--- config.mk ---
export PLATFORM = sky130hd
export DESIGN_NAME = gshare_branch_predictor_core
export DESIGN_NICKNAME = d
export VERILOG_FILES = /design/src/rtl/gbp_pkg.sv /design/src/rtl/gbp_table.sv /design/src/rtl/gshare_branch_predictor_core.sv
export SDC_FILE = /design/constraint.sdc
export NUM_CORES = 2
export LEC_CHECK = 0
export BUFFER_PORTS_ARGS = -buffer_cell sky130_fd_sc_hd__buf_2
export CAP_MARGIN = 20
export CORE_MARGIN = 5
export CORE_UTILIZATION = 62
export DETAILED_ROUTE_END_ITERATION = 8
export PLACE_DENSITY = 0.79
export SETUP_SLACK_MARGIN = 0.15
export SYNTH_ARGS = -nofsm -noshare
export SYNTH_HDL_FRONTEND = slang
export SYNTH_SLANG_ARGS = --single-unit
--- constraint.sdc ---
create_clock -name i_clk -period 45.1 [get_ports i_clk]
set_input_delay 2.255 -clock i_clk [delete_from_list [all_inputs] [get_ports i_clk]]
set_output_delay 2.255 -clock i_clk [all_outputs]
set_load 0.02 [all_outputs]
--- src/rtl/gbp_pkg.sv ---
// Shared types and constants for the gshare branch predictor core.
// No dependencies; used by gbp_table and gshare_branch_predictor_core.
package gbp_pkg;

    // Two-bit saturating direction counter
    typedef logic [1:0] t_ctr;

    localparam t_ctr CTR_MIN       = 2'd0;
    localparam t_ctr CTR_MAX       = 2'd3;
    localparam t_ctr CTR_TAKEN_MIN = 2'd2;

    localparam int HIST_LEN_W = 4;
    localparam logic [HIST_LEN_W-1:0] HIST_LEN_RESET = 4'd10;

    // Stream payload layout
    localparam int ADDR_W      = 32;
    localparam int IN_TDATA_W  = 40;   // addr(32) + taken(1), padded to bytes
    localparam int REPORT_W    = 32;   // width of each reported count
    localparam int OUT_TDATA_W = 168;  // 2 flags + 5 counts of 32, padded
    localparam int OUT_PAD_W   = OUT_TDATA_W - 2 - 5 * REPORT_W;

    typedef enum logic {
        S_IDLE,
        S_UPDATE
    } t_state;

endpackage

--- src/rtl/gbp_table.sv ---
// Pattern history table: single-write, single-read memory of 2-bit counters
// with a clearing pass after reset. Depends on gbp_pkg.
module gbp_table #(
    parameter int INDEX_BITS = 10
) (
    input  logic                  i_clk,
    input  logic                  i_rst_n,
    input  logic                  i_rd_en,
    input  logic [INDEX_BITS-1:0] i_rd_addr,
    output gbp_pkg::t_ctr         o_rd_data,
    input  logic                  i_wr_en,
    input  logic [INDEX_BITS-1:0] i_wr_addr,
    input  gbp_pkg::t_ctr         i_wr_data,
    output logic                  o_busy
);

    localparam int DEPTH = 1 << INDEX_BITS;

    gbp_pkg::t_ctr r_mem [DEPTH];
    gbp_pkg::t_ctr r_rd_data;

    logic                  r_clr_busy, n_clr_busy;
    logic [INDEX_BITS-1:0] r_clr_addr, n_clr_addr;

    logic                  wen;
    logic [INDEX_BITS-1:0] waddr;
    gbp_pkg::t_ctr         wdata;

    always_comb begin
        n_clr_busy = r_clr_busy;
        n_clr_addr = r_clr_addr;
        if (r_clr_busy) begin
            n_clr_addr = r_clr_addr + INDEX_BITS'(1);
            if (&r_clr_addr) begin
                n_clr_busy = 1'b0;
            end
        end
    end

    always_ff @(posedge i_clk) begin
        if (!i_rst_n) begin
            r_clr_busy <= 1'b1;
            r_clr_addr <= '0;
        end else begin
            r_clr_busy <= n_clr_busy;
            r_clr_addr <= n_clr_addr;
        end
    end

    // clearing pass owns the write port until it finishes
    assign wen   = r_clr_busy | i_wr_en;
    assign waddr = r_clr_busy ? r_clr_addr : i_wr_addr;
    assign wdata = r_clr_busy ? gbp_pkg::CTR_MIN : i_wr_data;

    always_ff @(posedge i_clk) begin
        if (wen) begin
            r_mem[waddr] <= wdata;
        end
        if (i_rd_en) begin
            r_rd_data <= r_mem[i_rd_addr];
        end
    end

    assign o_rd_data = r_rd_data;
    assign o_busy    = r_clr_busy;

endmodule

--- src/rtl/gshare_branch_predictor_core.sv ---
// gshare branch predictor core: top level with stream ports and event counts.
// Depends on gbp_pkg and gbp_table.
//
// A branch is accepted in S_IDLE, where the counter at (history XOR
// address) is read; S_UPDATE then predicts, writes the counter back,
// shifts the history and loads the result once the result register is
// free, so no new branch is accepted until that update is done, set by the
// read-modify-write on the single-write counter table. The result register
// frees the input side once loaded. After reset the table is cleared one
// entry a cycle, 2^INDEX_BITS entries (1024 by default), during which no
// branch is accepted; history length writes are taken at any time.
module gshare_branch_predictor_core #(
    parameter int INDEX_BITS = 10,
    parameter int COUNT_BITS = 32
) (
    input  logic                             i_clk,
    input  logic                             i_rst_n,
    // config: history_length
    input  logic                             i_cfg_valid,
    output logic                             o_cfg_ready,
    input  logic [gbp_pkg::HIST_LEN_W-1:0]   i_cfg_data,
    // tdata: branch_address[31:0], taken[32], zero pad
    input  logic                             s_axis_tvalid,
    output logic                             s_axis_tready,
    input  logic [gbp_pkg::IN_TDATA_W-1:0]   s_axis_tdata,
    // tdata: predicted_taken[0], mispredicted[1], right_taken_count[33:2],
    // right_not_taken_count[65:34], wrong_taken_count[97:66],
    // wrong_not_taken_count[129:98], total_branches[161:130], zero pad
    output logic                             m_axis_tvalid,
    input  logic                             m_axis_tready,
    output logic [gbp_pkg::OUT_TDATA_W-1:0]  m_axis_tdata
);

    gbp_pkg::t_state r_state, n_state;

    logic [gbp_pkg::HIST_LEN_W-1:0] r_hist_len;
    logic [INDEX_BITS-1:0]          r_hist, n_hist;
    logic [INDEX_BITS-1:0]          r_idx;
    logic                           r_taken;
    logic [INDEX_BITS-1:0]          hist_mask;
    logic [INDEX_BITS-1:0]          idx;

    logic r_out_valid, n_out_valid;
    logic r_out_pred, n_out_pred;
    logic r_out_misp, n_out_misp;

    logic [COUNT_BITS-1:0] r_cnt_rt, n_cnt_rt;
    logic [COUNT_BITS-1:0] r_cnt_rnt, n_cnt_rnt;
    logic [COUNT_BITS-1:0] r_cnt_wt, n_cnt_wt;
    logic [COUNT_BITS-1:0] r_cnt_wnt, n_cnt_wnt;
    logic [COUNT_BITS-1:0] r_cnt_total, n_cnt_total;

    logic          in_fire;
    logic          tbl_busy;
    logic          tbl_wr_en;
    gbp_pkg::t_ctr ctr, ctr_next;
    logic          pred;

    gbp_table #(
        .INDEX_BITS (INDEX_BITS)
    ) u_table (
        .i_clk     (i_clk),
        .i_rst_n   (i_rst_n),
        .i_rd_en   (in_fire),
        .i_rd_addr (idx),
        .o_rd_data (ctr),
        .i_wr_en   (tbl_wr_en),
        .i_wr_addr (r_idx),
        .i_wr_data (ctr_next),
        .o_busy    (tbl_busy)
    );

    assign o_cfg_ready   = 1'b1;
    assign s_axis_tready = (r_state == gbp_pkg::S_IDLE) && !tbl_busy;
    assign in_fire       = s_axis_tvalid && s_axis_tready;
    assign idx           = r_hist ^ s_axis_tdata[INDEX_BITS-1:0];

    // lengths past INDEX_BITS simply keep every bit
    always_comb begin
        for (int i = 0; i < INDEX_BITS; i++) begin
            hist_mask[i] = 32'(i) < 32'(r_hist_len);
        end
    end

    assign pred = ctr >= gbp_pkg::CTR_TAKEN_MIN;

    always_comb begin
        ctr_next = ctr;
        if (r_taken) begin
            if (ctr != gbp_pkg::CTR_MAX) begin
                ctr_next = ctr + 2'd1;
            end
        end else begin
            if (ctr != gbp_pkg::CTR_MIN) begin
                ctr_next = ctr - 2'd1;
            end
        end
    end

    always_comb begin
        n_state     = r_state;
        n_hist      = r_hist;
        n_out_valid = r_out_valid;
        n_out_pred  = r_out_pred;
        n_out_misp  = r_out_misp;
        n_cnt_rt    = r_cnt_rt;
        n_cnt_rnt   = r_cnt_rnt;
        n_cnt_wt    = r_cnt_wt;
        n_cnt_wnt   = r_cnt_wnt;
        n_cnt_total = r_cnt_total;
        tbl_wr_en   = 1'b0;

        if (r_out_valid && m_axis_tready) begin
            n_out_valid = 1'b0;
        end

        case (r_state)
            gbp_pkg::S_IDLE: begin
                if (in_fire) begin
                    n_state = gbp_pkg::S_UPDATE;
                end
            end
            gbp_pkg::S_UPDATE: begin
                // wait until the result register is free
                if (!r_out_valid || m_axis_tready) begin
                    tbl_wr_en   = 1'b1;
                    n_state     = gbp_pkg::S_IDLE;
                    n_out_valid = 1'b1;
                    n_out_pred  = pred;
                    n_out_misp  = pred != r_taken;
                    n_hist      = INDEX_BITS'({r_hist, r_taken}) & hist_mask;
                    if (pred && r_taken && !(&r_cnt_rt)) begin
                        n_cnt_rt = r_cnt_rt + COUNT_BITS'(1);
                    end
                    if (!pred && !r_taken && !(&r_cnt_rnt)) begin
                        n_cnt_rnt = r_cnt_rnt + COUNT_BITS'(1);
                    end
                    if (!pred && r_taken && !(&r_cnt_wt)) begin
                        n_cnt_wt = r_cnt_wt + COUNT_BITS'(1);
                    end
                    if (pred && !r_taken && !(&r_cnt_wnt)) begin
                        n_cnt_wnt = r_cnt_wnt + COUNT_BITS'(1);
                    end
                    if (!(&r_cnt_total)) begin
                        n_cnt_total = r_cnt_total + COUNT_BITS'(1);
                    end
                end
            end
            default: begin
                n_state = gbp_pkg::S_IDLE;
            end
        endcase
    end

    always_ff @(posedge i_clk) begin
        if (!i_rst_n) begin
            r_state     <= gbp_pkg::S_IDLE;
            r_hist_len  <= gbp_pkg::HIST_LEN_RESET;
            r_hist      <= '0;
            r_out_valid <= 1'b0;
            r_cnt_rt    <= '0;
            r_cnt_rnt   <= '0;
            r_cnt_wt    <= '0;
            r_cnt_wnt   <= '0;
            r_cnt_total <= '0;
        end else begin
            r_state     <= n_state;
            r_hist      <= n_hist;
            r_out_valid <= n_out_valid;
            r_cnt_rt    <= n_cnt_rt;
            r_cnt_rnt   <= n_cnt_rnt;
            r_cnt_wt    <= n_cnt_wt;
            r_cnt_wnt   <= n_cnt_wnt;
            r_cnt_total <= n_cnt_total;
            if (i_cfg_valid && o_cfg_ready) begin
                r_hist_len <= i_cfg_data;
            end
        end
    end

    always_ff @(posedge i_clk) begin
        r_out_pred <= n_out_pred;
        r_out_misp <= n_out_misp;
        if (in_fire) begin
            r_idx   <= idx;
            r_taken <= s_axis_tdata[gbp_pkg::ADDR_W];
        end
    end

    // counts only change on an update, which waits for the result to drain
    assign m_axis_tvalid = r_out_valid;
    assign m_axis_tdata  = {
        {gbp_pkg::OUT_PAD_W{1'b0}},
        gbp_pkg::REPORT_W'(r_cnt_total),
        gbp_pkg::REPORT_W'(r_cnt_wnt),
        gbp_pkg::REPORT_W'(r_cnt_wt),
        gbp_pkg::REPORT_W'(r_cnt_rnt),
        gbp_pkg::REPORT_W'(r_cnt_rt),
        r_out_misp,
        r_out_pred
    };

endmodule
# ---- Word-level counts from Yosys, hierarchy flattened
# Memories as Yosys holds them, arrays and structs flattened. A register that Yosys moved wholly into a read port is not among the register bits.
# Cells that the tools add are included.
dict set report totals {
  regBits 200
  mem_bits_rw 2048
  out_inout_bits 171
  wordCells 92
  n_memories 1
}
# name words word_bits rd rd_ports_with_merged_regs wr line_no
set memory_table {}
lappend memory_table {u_table.r_mem 1024 2 1 1 1 gbp_table.sv:19} ;# gbp_pkg::t_ctr r_mem [DEPTH];
dict set report classes {
  addsub 8
  order_cmp 11
  n_eq_ne 2
  n_mux 17
  bitwise_logic 5
  reduce_logical 33
}
# cell count
set ops {}
lappend ops {{32-bit by 1-bit adder with 32-bit output (second input constant)} 5}
lappend ops {{32-bit AND reduction} 5}
lappend ops {{3-bit by 4-bit less-than comparator with 1-bit output (first input constant)} 4}
lappend ops {{3-bit AND reduction} 5}
lappend ops {{1-bit logical AND} 11}
lappend ops {{1-bit two-way mux} 11}
lappend ops {{10-bit by 1-bit adder with 10-bit output (second input constant)} 1}
lappend ops {{10-bit AND} 1}
lappend ops {{10-bit two-way mux} 1}
lappend ops {{10-bit AND reduction} 1}
lappend ops {{10-bit XOR} 1}
lappend ops {{1-bit logical NOT} 8}
lappend ops {{1-bit by 4-bit less-than comparator with 1-bit output (first input constant)} 2}
lappend ops {{2-bit by 4-bit less-than comparator with 1-bit output (first input constant)} 2}
lappend ops {{4-bit less-than comparator (first input constant)} 2}
lappend ops {{2-bit two-way mux} 4}
lappend ops {{2-bit by 1-bit adder with 2-bit output (second input constant)} 1}
lappend ops {{2-bit greater-or-equal comparator (second input constant)} 1}
lappend ops {{2-bit != test (second input constant)} 1}
lappend ops {{1-bit inverter} 2}
lappend ops {{1-bit one-hot mux with 2 select lines} 1}
lappend ops {{2-bit AND reduction} 1}
lappend ops {{2-bit nonzero test} 1}
lappend ops {{2-bit by 1-bit subtractor with 2-bit output (second input constant)} 1}
lappend ops {{other kinds (3)} 3}

# ---- Depth between registers and ports, before layout
dict set report logic_depth {
  word_depth 7
  depth_mapped 13
}

# ---- By module
# Synthesis repeated with hierarchy kept, for this count alone.
dict set report hier_totals {
  cells_unflattened 6044
  area_unflattened_um2 94160.3
}
# module instances cells_each area_per_inst_um2
set by_module_without_submodules {}
lappend by_module_without_submodules {gbp_table 1 4915 84698.7}
lappend by_module_without_submodules {gshare_branch_predictor_core 1 1129 9461.6}

# ---- Worst setup path after synthesis
# OpenSTA, ideal clock, no wires.
dict set report synth_path {
  kind {register to register}
  from {register u_table.r_clr_busy, in the netlist u_table.o_busy}
  to {memory u_table.r_mem[0][1] (netlist bit), data pin}
  setup_time_ns 5.687
  t_arrival_ns 28.123
  t_required_ns 39.413
  slack_ns 11.291
  stages_incl_launch_ff 5
  path_buffers 3
  period_less_slack_ns 33.809
  cell_sequence {dfxtp_1 > clkbuf_1 > clkbuf_1 > clkbuf_1 > a21oi_1}
}
dict set report synth_via {
  elab_chain_cells 1
}
# element line_no
set synth_lines {}
lappend synth_lines {{start, declared} gbp_table.sv:22} ;# logic r_clr_busy, n_clr_busy;
lappend synth_lines {{start signal, assigned} gbp_table.sv:45} ;# r_clr_busy <= n_clr_busy;
lappend synth_lines {{2-bit two-way mux} gbp_table.sv:53} ;# assign wdata = r_clr_busy ? gbp_pkg::CTR_MIN : i_wr_data;
lappend synth_lines {{named net u_table.wdata[1]} gbp_table.sv:27} ;# gbp_pkg::t_ctr wdata;
lappend synth_lines {{end, declared} gbp_table.sv:19}
# The timed path passes the listed nets, and every way through them passes these cells.

# ---- Final worst setup path
dict set report layout_path {
  from {input s_axis_tdata[1] (netlist bit)}
  to {register u_table.r_rd_data[0], in the netlist u_table.o_rd_data[0], read port of u_table.r_mem, data pin}
}
dict set report layout_via {
  elab_chain_cells 1
}
# element line_no
set layout_lines {}
lappend layout_lines {{start, declared} gshare_branch_predictor_core.sv:25} ;# input logic [gbp_pkg::IN_TDATA_W-1:0] s_axis_tdata,
lappend layout_lines {{10-bit XOR} gshare_branch_predictor_core.sv:76} ;# assign idx = r_hist ^ s_axis_tdata[INDEX_BITS-1:0];
lappend layout_lines {{end, declared} gbp_table.sv:20} ;# gbp_pkg::t_ctr r_rd_data;
# No other way between the ends.
# A chain may end at the register's enable or synchronous reset.

==> summary.md <==
| Metric | Value |
|---|---|
| Max_cap viols | `0` |
| Worst R2R End | `u_table.o_rd_data[0]$_DFFE_PP_` |
| Final WL | `223 mm` |
| Die footprint | `157,000 um2` |
| CTS tree | `built` |
| Worst hold stages | `2` |
| Critical path type | `in2reg` |
| Gr busiest metal | `met2` |
| Setup crit start kind | `input pin` |
| DR vias/cell | `6.56` |
| Final worst setup slack | `approximately 38 ns` |
| Worst endpoint required time | `45.67 ns` |
| Highest clock rate | `around 140 MHz` |
| Largest net degree at the start of global routing | `260` |
| Met3 GRT Util | `6.19%` |
| GRT overflow | `0` |
| Synth-to-layout area growth | `10.2%` |
| Post-CTS Resized | `0` |
| Max VDD drop | `0.0504 mV` |
| Setup TNS | `0 ns` |
| Sequential share of power | `55.6%` |
| Max Root-Sink Buffers | `3` |
| Synth Register Bits | `~2,300` |
| Hold Startpoint | `r_hist[9]$_SDFFE_PN0P_` |
| Root Buffer | `clkbuf_16` |
| First-pass GRT wire length | `roughly 330 mm` |
| Avg WL per Cell | `around 27 um` |
| NumNets Final | `around 6,200` |
| Htree depth | `4` |
| Met2 Track Usage GR | `46.2%` |
| CP endpoint kind | `flop` |
| P_sw | `813 uW` |
| Actual slew at the worst max-slew pin | `1.19 ns` |
| CP max-delay cell | `buf_4` |
| Clock Skew | `between 0.03 and 0.04 ns` |
| Number of distinct library cells after synthesis | `68` |
| Worst r2r path cells | `12` |
| Commonest non-fill, non-tap cell in the layout | `edfxtp_1` |
| CTS Hold Bufs | `0` |
| Sw frac | `20.1%` |
| Grt met1 use | `37.0%` |
| Skew-Pair Late Insertion Delay | `0.86 ns` |
| Clock share of power | `42.2%` |
| Vias in the first global route | `about 55,000` |
| Hold Crit Class | `reg2reg` |
| Critical path, cell by cell | `buf_2 -> xor2_4 -> buf_12 -> buf_12 -> buf_4 -> buf_4 -> mux4_2 -> a22oi_1 -> nand4_1 -> o21ai_0 -> o21ai_0 -> nor3_1 -> nor4_1` |
| Mapped Area | `92,200 um2` |
| Commonest non-fill, non-tap cells in the layout | `edfxtp_1, nor2_1, mux2i_1` |
| Avg Cell Area, Syn | `15.1 um2` |
| Number of synthesized flops with an enable pin | `2,063` |
| Status | `completed` |
| Final hold violations | `0` |
| Pwr dens | `about 40 nW/um2` |
| Number of buffers created by CTS | `between 200 and 250` |
| Slowest stage delay, CP | `~0.87 ns` |
| Max_slew headroom | `20.6%` |
| Share of the synthesized area in the top cell type | `67.2%` |
| Dpl hpwl | `122 mm` |
| Via count | `54,300` |
| Routed Antenna Nets | `0` |
| Cell internal pwr | `3220 uW` |
| Worst EP arrival | `7.87 ns` |
| Initial Utilization | `slightly above 60%` |
| R2r setup slk | `38.89 ns` |
| Initial antenna violation count | `12` |
| Area contributors post-synth | `edfxtp_1, mux4_2, mux2i_1, nor2_1, dfxtp_1` |
| Core Rows | `141` |
| Hold worst-path end | `r_hist[9]$_SDFFE_PN0P_` |
| Cell accounting for the most synthesized area | `edfxtp_1` |
| Register area share after synthesis | `71.2%` |
| Clk sinks | `2,250` |
| Period utilisation layout | `between 10% and 20%` |
| Post-Place Setup Slack | `37.29 ns` |
| Total track usage | `28.1%` |
| Die X-Extent | `396 um` |
| Fraction of layout cells with a size suffix above 1 | `14.7%` |
| Fin crit period | `7.30 ns` |
| Most used DFF post-synth | `edfxtp_1` |
| Total Power | `about 4000 uW` |
| GPL Wtd Cong | `0.874` |
| RSZ-0062 raised after global routing | `no` |
| Cells after Synth | `~6,100` |
| Final setup vio count | `0` |
| Leakage power | `0.0375 uW` |
| First-iteration detailed-routing DRC count | `6,624` |
| Worst R2R Start | `r_hist[1]$_SDFFE_PN0P_` |
| Yosys warns | `0` |
| Core area | `148,000 um2` |
| PortBufs | `between 150 and 200` |
| Post-CTS Setup Bufs | `0` |
| Die Y | `396 um` |
| Async SR Flop Fraction | `0%` |
| DRC viols | `0` |
| Logic pwr share | `2.2%` |
| Slew Viols, Final | `0` |
| Clock slew at reported path FFs | `~0.060 ns` |
| DRT Pass-1 Iters | `6` |
| IO Pins | `220` |
| CP Max Fanout | `140` |
## cell families (layout without fill, tap and decap cells)
group / count (synthesis) / in the layout / share of synthesized area (%)
AOI/OAI and AO/OA: 645 / 645 / 4.50
and+or+nand+nor: 1775 / 1775 / 8.54
adders and majority gates: 11 / 11 / 0.147
buffers and inverters: 494 / 732 / 2.25
other: 2 / 12 / 0.00814
DFF: 2250 / 2250 / 71.2
muxes: 780 / 780 / 11.9
xor gates and xnor gates: 145 / 145 / 1.39
## worst max-delay path: cells and delay by family
kind,cells,cell delay (ns)
AOI/OAI and AO/OA,3,0.90
xor gates and xnor gates,1,0.17
buffers and inverters,5,2.89
muxes,1,0.42
and+or+nand+nor,3,0.80
## how the worst max path moves through the flow
stage                              startpoint                        endpoint  slack [ns]  cells after the start
detailed placement            s_axis_tdata[1]  u_table.o_rd_data[0]$_DFFE_PP_       37.29                     13
global route                  s_axis_tdata[1]  u_table.o_rd_data[1]$_DFFE_PP_       37.84                     13
CTS                           s_axis_tdata[1]  u_table.o_rd_data[0]$_DFFE_PP_       38.14                     13
finish                        s_axis_tdata[1]  u_table.o_rd_data[0]$_DFFE_PP_       37.80                     13
floorplan           u_table.o_busy$_SDFF_PN1_   u_table.r_mem[0][1]$_DFFE_PP_       11.29                      4
global placement              s_axis_tdata[1]  u_table.o_rd_data[0]$_DFFE_PP_       37.36                     13
## Yosys cell counts (all sizes together), types with 4 or more instances
| master | number |
|---|---|
| edfxtp | 2063 |
| nor2 | 1102 |
| mux2i | 522 |
| clkbuf | 270 |
| o22ai | 259 |
| mux4 | 256 |
| dfxtp | 187 |
| buf | 184 |
| nand2 | 176 |
| o21ai | 166 |
| and2 | 141 |
| a22oi | 125 |
| xnor2 | 104 |
| nand3 | 88 |
| nand4 | 83 |
| nor3 | 47 |
| xor2 | 41 |
| inv | 40 |
| or3 | 40 |
| a21boi | 37 |
| and4 | 22 |
| and3 | 21 |
| nor2b | 17 |
| nand2b | 16 |
| nor4 | 13 |
| ha | 10 |
| o311ai | 10 |
| a31oi | 8 |
| a41oi | 6 |
| a21oi | 5 |
| a22o | 4 |
| o211ai | 4 |
| or2 | 4 |
## power by group through the flow
stage / clock [uW] / sequential [uW] / combinational [uW]
after floorplan: 0 / 2290 / 60.9
after CTS: 1720 / 2240 / 87.7
final: 1700 / 2240 / 88.9
after global routing: 1810 / 2240 / 91.8
after detailed placement: 0 / 2290 / 87.2
after global placement: 0 / 2290 / 85.5
## state kept, by name, indices dropped and copies added, names as in the netlist, 2 cells and up
name and flops:
r_cnt_rnt 32, r_idx 10, r_cnt_wt 32, r_cnt_rt 32
u_table.o_rd_data 2, u_table.r_clr_addr 10, u_table.r_mem 2048, r_cnt_total 32
r_hist_len 4, r_hist 10, r_cnt_wnt 32
## per-stage QoR
step	instances	cell area, um2	util [%]	hold slack (ns)
after floorplan	6107	92200	-	0.453
after global placement	7892	95000	64.2	0.465
after detailed placement	7893	95000	64.3	0.473
after CTS	8274	102000	68.7	0.483
after global routing	8277	102000	68.7	0.522
final	8280	102000	68.7	0.480
## metal layers
metal,routed length (um),vias to the layer above
li1,-,23300
met1,80000,27200
met2,109000,3237
met3,23900,587
met4,9810,4
met5,27,-
## final cells by class
type	count	area (um2)
inverter	40	150
timing repair buffer	311	1980
multi-input combinational	3363	24800
sequential	2250	65700
clock inverter	104	946
tap	1930	2410
clock buffer	277	5630
fill	9363	46200
antenna	5	12.5
No activity file was read; power rests on OpenSTA's default activity.
